## src/hw/rtl/rgbcc_pkg.sv

```systemverilog
`default_nettype none

package rgbcc_pkg;

  // channel and calibrated value widths
  localparam int CH_W     = 16;
  localparam int CAL_W    = 8;
  localparam int DIV_W    = CH_W + CAL_W;
  localparam int NUM_CH   = 3;

  // matrix coefficients: signed fixed point
  localparam int COEFF_FRAC_BITS = 8;
  localparam int COEFF_W  = COEFF_FRAC_BITS + 4;
  localparam int PROD_W   = COEFF_W + CAL_W + 1;
  localparam int SUM_W    = PROD_W + 2;

  // pipeline depth: setup, scale, one stage per quotient bit, products, sums
  localparam int NORM_STG = CAL_W + 2;
  localparam int CCM_STG  = 2;
  localparam int NSTG     = NORM_STG + CCM_STG;

  // register port
  localparam int ADDR_W   = 5;
  localparam int DATA_W   = 32;

  typedef logic [CH_W-1:0]           chan_t;
  typedef logic [CAL_W-1:0]          cal_t;
  typedef logic signed [COEFF_W-1:0] coeff_t;

  typedef enum logic [2:0] {
    REG_WHITE_RED   = 3'd0,
    REG_WHITE_GREEN = 3'd1,
    REG_WHITE_BLUE  = 3'd2,
    REG_BLACK_RED   = 3'd3,
    REG_BLACK_GREEN = 3'd4,
    REG_BLACK_BLUE  = 3'd5
  } reg_idx_t;

  // correction matrix in hundredths, row major
  localparam int CCM_HUNDREDTHS [NUM_CH*NUM_CH] = '{
    181,  -10,  -48,
    -46,  632, -242,
    -28, -270,  411
  };

  // round to COEFF_FRAC_BITS fraction bits, halves away from zero
  function automatic coeff_t coeff_fixed(input int idx);
    longint h;
    longint v;
    h = longint'(CCM_HUNDREDTHS[idx]);
    if (h >= 0) begin
      v = (h * (longint'(1) << COEFF_FRAC_BITS) + 50) / 100;
    end else begin
      v = -(((-h) * (longint'(1) << COEFF_FRAC_BITS) + 50) / 100);
    end
    return coeff_t'(v);
  endfunction

endpackage

`default_nettype wire

```

## src/hw/rtl/rgbcc_norm.sv

```systemverilog
`default_nettype none

// one channel: (raw - black) * 255 / (white - black), clamped to 0..255
module rgbcc_norm (
  input  wire logic                                 clk,
  input  wire logic [rgbcc_pkg::NORM_STG-1:0]       adv,
  input  wire rgbcc_pkg::chan_t                     raw,
  input  wire rgbcc_pkg::chan_t                     white,
  input  wire rgbcc_pkg::chan_t                     black,
  output rgbcc_pkg::cal_t                           cal
);

  localparam int CW = rgbcc_pkg::CAL_W;
  localparam int DW = rgbcc_pkg::DIV_W;

  // stage 0: differences and range flags
  rgbcc_pkg::chan_t num_r, num_nxt;
  rgbcc_pkg::chan_t rng_r, rng_nxt;
  logic             zero0_r, zero0_nxt;
  logic             sat0_r, sat0_nxt;

  always_comb begin
    num_nxt   = raw - black;
    rng_nxt   = white - black;
    // empty or inverted range, or raw at or below black
    zero0_nxt = (white <= black) || (raw <= black);
    // raw at or above white saturates
    sat0_nxt  = (raw >= white);
  end

  always_ff @(posedge clk) begin
    if (adv[0]) begin
      num_r   <= num_nxt;
      rng_r   <= rng_nxt;
      zero0_r <= zero0_nxt;
      sat0_r  <= sat0_nxt;
    end
  end

  // divider stage registers, index 0 is the scale stage
  logic [DW-1:0]    rem_r  [CW];
  rgbcc_pkg::chan_t d_r    [CW];
  logic [CW-1:0]    q_r    [1:CW];
  logic             zero_r [CW+1];
  logic             sat_r  [CW+1];

  // stage 1: numerator times 255
  logic [DW-1:0] scaled_nxt;
  assign scaled_nxt = {num_r, {CW{1'b0}}} - DW'(num_r);

  always_ff @(posedge clk) begin
    if (adv[1]) begin
      rem_r[0]  <= scaled_nxt;
      d_r[0]    <= rng_r;
      zero_r[0] <= zero0_r;
      sat_r[0]  <= sat0_r;
    end
  end

  // restoring division, one quotient bit per stage, msb first
  for (genvar k = 0; k < CW; k++) begin : g_div
    localparam int B = CW - 1 - k;
    logic [DW-1:0] dsh;
    logic          ge;
    logic [CW-1:0] q_nxt;

    assign dsh = DW'(d_r[k]) << B;
    assign ge  = (rem_r[k] >= dsh);

    if (k == 0) begin : g_first
      assign q_nxt = CW'(ge);
    end else begin : g_rest
      assign q_nxt = {q_r[k][CW-2:0], ge};
    end

    always_ff @(posedge clk) begin
      if (adv[k+2]) begin
        q_r[k+1]    <= q_nxt;
        zero_r[k+1] <= zero_r[k];
        sat_r[k+1]  <= sat_r[k];
      end
    end

    if (k < CW - 1) begin : g_carry
      logic [DW-1:0] rem_nxt;
      assign rem_nxt = ge ? (rem_r[k] - dsh) : rem_r[k];
      always_ff @(posedge clk) begin
        if (adv[k+2]) begin
          rem_r[k+1] <= rem_nxt;
          d_r[k+1]   <= d_r[k];
        end
      end
    end
  end

  always_comb begin
    if (zero_r[CW]) begin
      cal = '0;
    end else if (sat_r[CW]) begin
      cal = '1;
    end else begin
      cal = q_r[CW];
    end
  end

endmodule

`default_nettype wire

```

## src/hw/rtl/rgbcc_ccm.sv

```systemverilog
`default_nettype none

// fixed 3x3 correction: products, then row sums with clamp
module rgbcc_ccm (
  input  wire logic                               clk,
  input  wire logic [rgbcc_pkg::CCM_STG-1:0]      adv,
  input  wire rgbcc_pkg::cal_t                    cal [rgbcc_pkg::NUM_CH],
  output rgbcc_pkg::cal_t                         res [rgbcc_pkg::NUM_CH]
);

  localparam int NC = rgbcc_pkg::NUM_CH;
  localparam int PW = rgbcc_pkg::PROD_W;
  localparam int SW = rgbcc_pkg::SUM_W;
  localparam int FB = rgbcc_pkg::COEFF_FRAC_BITS;
  localparam int CW = rgbcc_pkg::CAL_W;

  logic signed [PW-1:0] prod_r [NC*NC];
  rgbcc_pkg::cal_t      res_r  [NC];

  for (genvar r = 0; r < NC; r++) begin : g_row
    for (genvar c = 0; c < NC; c++) begin : g_col
      localparam rgbcc_pkg::coeff_t COEF = rgbcc_pkg::coeff_fixed(r * NC + c);
      logic signed [PW-1:0] prod_nxt;
      assign prod_nxt = PW'($signed({1'b0, cal[c]})) * PW'(COEF);
      always_ff @(posedge clk) begin
        if (adv[0]) begin
          prod_r[r*NC+c] <= prod_nxt;
        end
      end
    end

    logic signed [SW-1:0] sum;
    rgbcc_pkg::cal_t      res_nxt;

    assign sum = SW'(prod_r[r*NC]) + SW'(prod_r[r*NC+1]) + SW'(prod_r[r*NC+2]);

    always_comb begin
      if (sum[SW-1]) begin
        res_nxt = '0;
      end else if (|sum[SW-2:FB+CW]) begin
        res_nxt = '1;
      end else begin
        res_nxt = sum[FB+CW-1:FB];
      end
    end

    always_ff @(posedge clk) begin
      if (adv[1]) begin
        res_r[r] <= res_nxt;
      end
    end

    assign res[r] = res_r[r];
  end

endmodule

`default_nettype wire

```

## src/hw/rtl/rgb_calibrate_and_color_correct_core.sv

```systemverilog
`default_nettype none

// rgb sensor calibration and color correction
//
// in_*  : one raw sample per word, three 16-bit counts
// out_* : one corrected pixel per word, three 8-bit values
// cfg_* : register port, white references at 0x00/0x04/0x08 (red, green,
//         blue), black references at 0x0c/0x10/0x14, 16 bits each, read back
//
// each channel is scaled to 0..255 between its black and white reference by
// a restoring divider, one quotient bit per stage, then a constant 3x3 matrix
// is applied with one product stage and one sum/clamp stage
// twelve register stages; while the receiver keeps out_tready high, one word
// per clock is sustained
// reset empties the pipeline and clears all references to zero
// when the receiver stalls, words stay in place stage by stage; in_tready
// stays high while any empty stage remains, so bubbles are squeezed out
// references are to be written only while the block is idle (left to the user, unchecked)

module rgb_calibrate_and_color_correct_core (
  input  wire logic                              clk,
  input  wire logic                              rst_n,

  input  wire logic                              in_tvalid,
  output      logic                              in_tready,
  input  wire logic [47:0]                       in_tdata,   // raw_red, raw_green, raw_blue

  output      logic                              out_tvalid,
  input  wire logic                              out_tready,
  output      logic [23:0]                       out_tdata,  // red_out, green_out, blue_out

  input  wire logic                              cfg_psel,
  input  wire logic                              cfg_penable,
  input  wire logic                              cfg_pwrite,
  input  wire logic [rgbcc_pkg::ADDR_W-1:0]      cfg_paddr,
  input  wire logic [rgbcc_pkg::DATA_W-1:0]      cfg_pwdata,
  output      logic [rgbcc_pkg::DATA_W-1:0]      cfg_prdata,
  output      logic                              cfg_pready
);

  localparam int NS = rgbcc_pkg::NSTG;
  localparam int NN = rgbcc_pkg::NORM_STG;
  localparam int NC = rgbcc_pkg::NUM_CH;
  localparam int CH = rgbcc_pkg::CH_W;
  localparam int CW = rgbcc_pkg::CAL_W;

  // ------------------------------------------------------------------
  // reference registers
  // ------------------------------------------------------------------
  rgbcc_pkg::chan_t   white_r [NC];
  rgbcc_pkg::chan_t   black_r [NC];
  rgbcc_pkg::reg_idx_t reg_idx;
  logic               reg_wr;

  assign cfg_pready = 1'b1;
  assign reg_idx    = rgbcc_pkg::reg_idx_t'(cfg_paddr[rgbcc_pkg::ADDR_W-1:2]);
  assign reg_wr     = cfg_psel && cfg_penable && cfg_pwrite && cfg_pready;

  always_ff @(posedge clk) begin
    if (!rst_n) begin
      for (int i = 0; i < NC; i++) begin
        white_r[i] <= '0;
        black_r[i] <= '0;
      end
    end else if (reg_wr) begin
      case (reg_idx)
        rgbcc_pkg::REG_WHITE_RED:   white_r[0] <= cfg_pwdata[CH-1:0];
        rgbcc_pkg::REG_WHITE_GREEN: white_r[1] <= cfg_pwdata[CH-1:0];
        rgbcc_pkg::REG_WHITE_BLUE:  white_r[2] <= cfg_pwdata[CH-1:0];
        rgbcc_pkg::REG_BLACK_RED:   black_r[0] <= cfg_pwdata[CH-1:0];
        rgbcc_pkg::REG_BLACK_GREEN: black_r[1] <= cfg_pwdata[CH-1:0];
        rgbcc_pkg::REG_BLACK_BLUE:  black_r[2] <= cfg_pwdata[CH-1:0];
        default: ;  // unmapped address, write dropped
      endcase
    end
  end

  always_comb begin
    case (reg_idx)
      rgbcc_pkg::REG_WHITE_RED:   cfg_prdata = rgbcc_pkg::DATA_W'(white_r[0]);
      rgbcc_pkg::REG_WHITE_GREEN: cfg_prdata = rgbcc_pkg::DATA_W'(white_r[1]);
      rgbcc_pkg::REG_WHITE_BLUE:  cfg_prdata = rgbcc_pkg::DATA_W'(white_r[2]);
      rgbcc_pkg::REG_BLACK_RED:   cfg_prdata = rgbcc_pkg::DATA_W'(black_r[0]);
      rgbcc_pkg::REG_BLACK_GREEN: cfg_prdata = rgbcc_pkg::DATA_W'(black_r[1]);
      rgbcc_pkg::REG_BLACK_BLUE:  cfg_prdata = rgbcc_pkg::DATA_W'(black_r[2]);
      default:                    cfg_prdata = '0;
    endcase
  end

  // ------------------------------------------------------------------
  // pipeline control: a stage loads when it is empty or the next one loads
  // ------------------------------------------------------------------
  logic [NS-1:0] vld_r, vld_nxt, vld_in, adv;
  logic [NS:0]   rdy;

  always_comb begin
    rdy[NS] = out_tready;
    for (int i = NS - 1; i >= 0; i--) begin
      rdy[i] = !vld_r[i] || rdy[i+1];
    end
  end

  assign adv     = rdy[NS-1:0];
  assign vld_in  = {vld_r[NS-2:0], in_tvalid};
  assign vld_nxt = (adv & vld_in) | (~adv & vld_r);

  always_ff @(posedge clk) begin
    if (!rst_n) begin
      vld_r <= '0;
    end else begin
      vld_r <= vld_nxt;
    end
  end

  assign in_tready  = rdy[0];
  assign out_tvalid = vld_r[NS-1];

  // ------------------------------------------------------------------
  // datapath
  // ------------------------------------------------------------------
  rgbcc_pkg::cal_t cal [NC];
  rgbcc_pkg::cal_t res [NC];

  for (genvar c = 0; c < NC; c++) begin : g_ch
    rgbcc_norm u_norm (
      .clk   (clk),
      .adv   (adv[NN-1:0]),
      .raw   (in_tdata[c*CH +: CH]),
      .white (white_r[c]),
      .black (black_r[c]),
      .cal   (cal[c])
    );
    assign out_tdata[c*CW +: CW] = res[c];
  end

  rgbcc_ccm u_ccm (
    .clk (clk),
    .adv (adv[NS-1:NN]),
    .cal (cal),
    .res (res)
  );

  // ------------------------------------------------------------------
  // checks
  // ------------------------------------------------------------------

  // with an empty output stage every stage can move, so input is open
  a_ready_when_drained: assert property (
    @(posedge clk) disable iff (!rst_n)
    !out_tvalid |-> in_tready
  ) else $error("input blocked while output stage empty");

  // a word held in the last divider stage survives a blocked successor
  a_hold_in_stall: assert property (
    @(posedge clk) disable iff (!rst_n)
    (vld_r[NN-1] && !rdy[NN]) |=> vld_r[NN-1]
  ) else $error("word dropped from divider output while stalled");

  // output only becomes valid from a word in the sum stage's feeder
  a_out_from_pipe: assert property (
    @(posedge clk) disable iff (!rst_n)
    $rose(out_tvalid) |-> $past(vld_r[NS-2])
  ) else $error("output word appeared without a source");

endmodule

`default_nettype wire

```

## config.mk

```make
export PLATFORM = sky130hd
export DESIGN_NAME = rgb_calibrate_and_color_correct_core
export DESIGN_NICKNAME = d
export VERILOG_FILES = /design/src/hw/rtl/rgbcc_pkg.sv /design/src/hw/rtl/rgbcc_norm.sv /design/src/hw/rtl/rgbcc_ccm.sv /design/src/hw/rtl/rgb_calibrate_and_color_correct_core.sv
export SDC_FILE = /design/constraint.sdc
export NUM_CORES = 2
export LEC_CHECK = 0
export ABC_AREA = 1
export BUFFER_PORTS_ARGS = -buffer_cell sky130_fd_sc_hd__buf_2
export CORE_MARGIN = 2
export CORE_UTILIZATION = 65
export DETAILED_ROUTE_END_ITERATION = 12
export MAX_ROUTING_LAYER = met4
export PLACE_DENSITY = 0.86
export REMOVE_ABC_BUFFERS = 1
export SYNTH_ARGS = -nofsm -noshare
export SYNTH_HDL_FRONTEND = slang
export SYNTH_HIERARCHICAL = 1
export SYNTH_SLANG_ARGS = --single-unit
```

## constraint.sdc

```tcl
create_clock -name clk -period 14.17 [get_ports clk]
set_clock_uncertainty 0.05 [all_clocks]
set_input_delay 2.834 -clock clk [delete_from_list [all_inputs] [get_ports clk]]
set_output_delay 2.834 -clock clk [all_outputs]
set_load 0.005 [all_outputs]
```

==> out/summary.txt <==
YS warnings - 6
Post-Syn Instances - 12500
Root buffer cell - clkbuf_16
Bufs and invs on worst path - 4
Share of cells above drive strength 1 - 4.84%
Synth async-reset ratio - 0%
Top post-synthesis cells by area - edfxtp_1 (43%), nand2_1 (14%), ha_1 (11%)
Layout Nets - 13900
Initial Util - 65.5%
Final setup vio count - 0
Wire length per cell - 17.8 µm
Top-count cell post-synth - nand2_1
Vias in the first global route - 81000
Total track usage - 33.4%
Routed WL - 264000 µm
Crit-path cells - buf_2 > inv_1 > nand4_4 > nor3_4 > nand4_4 > nor2_8 > nand4_4 > buf_4 > buf_2
Final HPWL DP - 211000 µm
Vias per cell - 5.57
Routability congestion estimate from global placement - 0.985
CP max stage cell - nand4_4
Post-synth EDFFs - 1483
Filler cell count - 12200
Biggest area consumer among synthesized cells - edfxtp_1
Status - finished clean
Post-synthesis sequential area ratio - 43.2%
RSZ-0062 raised after global routing - false
Synth-to-Final Area Change - 7.48%
Worst path max stage delay - 0.59 ns
Dpl cells - 14600
Die width - 403 µm
Seq cells post-synth - 1495
Clock sink count - 1495
Max-cap viol count - 0
Initial antenna violation count - 6
Site row count - 146
Mapped Avg Cell Area - 8.33 µm²
Overflow after GRT - 0
Drt first pass iters - 6
Critical path peak fanout - 34
PostCTS Resize Cnt - 0
Worst Tran Pin Value - 1.31 ns
Synth unique cells - 60
Clk buf depth - 3
Achievable Freq - 0.118 GHz
Final hold violation count - 0
Post-route antenna net violation count - 0
First-pass GRT wire length - 419000 µm
Post-layout power - 28.1 mW
CP endpoint kind - primary output
Top-level I/O count - 151
Largest net degree at the start of global routing - 96
Tcrit/Tclk final - 59.6%
Hold buffer count at cts - 0
Startpoint Class - input pin
Setup tns final - 0 ns
Static Leak - 56.3 nW
Core Area - 158000 µm²
Critical path class - in2out
Vias - 82800
Die area - 163000 µm²
Maximum VDD drop - 260 µV
Critical path's top delay family - simple AND/OR/NAND/NOR gates
Synth top area share - 42.9%
Critical Path AT - 5.56 ns
H-Tree Depth - 4
Postcts setup bufs - 0
Critical Path RT - 11.29 ns
Slew HR - 12.7%
Non-Filler Instances - 14900
PD cells - 252 nW/µm²
Hold Crit Class - reg2reg
DRC - 0
Most frequent CP cell - nand4_4
Max-slew violations - 0
Synthesized cell area - 104000 µm²
Synth cell count leaders - nand2_1 (3997), inv_1 (2327), edfxtp_1 (1483)
CTS tree - yes
DR iter-0 viols - 7312
Clk Latency, worst-skew pair - 0.79 ns
Main synth FF type - edfxtp_1
Fin crit period - 8.44 ns
Clock-pin slew on the worst setup and hold paths - 0.06 ns
Die Y - 403 µm
Total CTS buffers - 157
# port buffers - 115
[cell type report]
| cell class | count | area, µm² | share of cell area, % |
|---|---|---|---|
| inverter | 2357 | 8860 | 7.95 |
| timing repair buffer | 143 | 786 | 0.705 |
| antenna | 5 | 12.5 | 0.0112 |
| multi-input combinational | 8518 | 49400 | 44.3 |
| sequential | 1495 | 44800 | 40.2 |
| clock buffer | 195 | 4240 | 3.80 |
| tap | 2072 | 2590 | 2.33 |
| clock inverter | 89 | 779 | 0.699 |
[sequential cells by signal, summed over array words and instances (netlist names), 48 cells and up, named ones only]
name	count
g_ch.u_norm/q_r	108
g_ch.u_norm/rem_r	576
g_ch.u_norm/d_r	384
u_ccm/prod_r	139
white_r	48
g_ch.u_norm/rng_r	48
g_ch.u_norm/num_r	48
black_r	48
[worst register-to-register path: cells and delay by family, from the launching register on]
family | cells | cell delay [ns]
AO/OA/AOI/OAI | 4 | 0.76
XOR/XNOR | 1 | 0.27
adder cells (fa/ha/maj) | 5 | 2.48
buffers and inverters | 2 | 0.18
flip-flops | 1 | 0.50
AND/OR/NAND/NOR | 5 | 1.06
[power breakdown]
group	internal [mW]	total [mW]	switching [mW]
clock network	2.31	4.03	1.71
logic	5.41	15.7	10.2
registers	7.24	8.40	1.17
total	15.0	28.1	13.1
[cells by family (layout without fill, tap and decap cells)]
kind of cell               count (synthesis)  in the layout  share of synthesized area [%]
and+or+nand+nor                         6038           6038                           24.2
buffers and inverters                   2454           2784                           9.30
DFF                                     1495           1495                           43.2
adders and majority gates               1112           1112                           14.8
AOI/OAI and AO/OA                        929            929                           4.98
xor gates and xnor gates                 422            422                           3.57
other                                      2             22                        0.00724
[routing by layer]
| layer | track usage [%] | part of all wire (%) |
|---|---|---|
| met5 | - | 0 |
| met2 | 55.3 | 48 |
| met1 | 41.8 | 41 |
| met3 | 4.11 | 6.9 |
| met4 | 14.0 | 4.6 |
[final timing paths]
| kind | from | to | slack, ns | cells past startpoint |
|---|---|---|---|---|
| hold / removal | g_ch[1].u_norm/sat_r[0][0] | g_ch[1].u_norm/sat_r[0][1] | 0.35 | 0 |
| setup / recovery | out_tready | in_tready | 5.73 | 9 |
| setup reg to reg | g_ch[0].u_norm/sat_r[4][0] | u_ccm/prod_r[0][16] | 8.66 | 17 |
| hold reg to reg | g_ch[1].u_norm/sat_r[0][0] | g_ch[1].u_norm/sat_r[0][1] | 0.35 | 0 |
[cell usage in the layout, fill, tap and decap left out, drive strengths merged, types with 2 or more instances in the layout]
master,instances
dfxtp,12
nand3b,30
a221oi,2
clkinv,64
o221ai,3
bufinv,10
a31oi,20
nor4,14
nand3,737
nor2,963
or2,9
diode,5
inv,2367
ha,927
xnor2,89
clkbuf,195
a21o,17
nand2,4041
buf,143
o2111ai,4
conb,17
fa,185
and2,13
o21ai,193
xor2,333
edfxtp,1483
a21boi,2
nor3b,2
a32o,15
clkinvlp,5
a21oi,602
o21a,15
o211ai,7
nor3,83
o31ai,10
o21bai,30
a211oi,8
nand4,146
[metrics by stage]
stage	worst slack [ns]	utilization, %	cell area [µm²]	hold slack [ns]
final	5.73	70.4	111000	0.352
after global routing	5.60	70.4	111000	0.367
after CTS	5.71	70.4	111000	0.356
after detailed placement	5.73	67.2	106000	0.355
after global placement	5.82	67.2	106000	0.350
after floorplan	4.18	-	103000	0.350
Note: power is estimated with default switching activity, not from simulation.
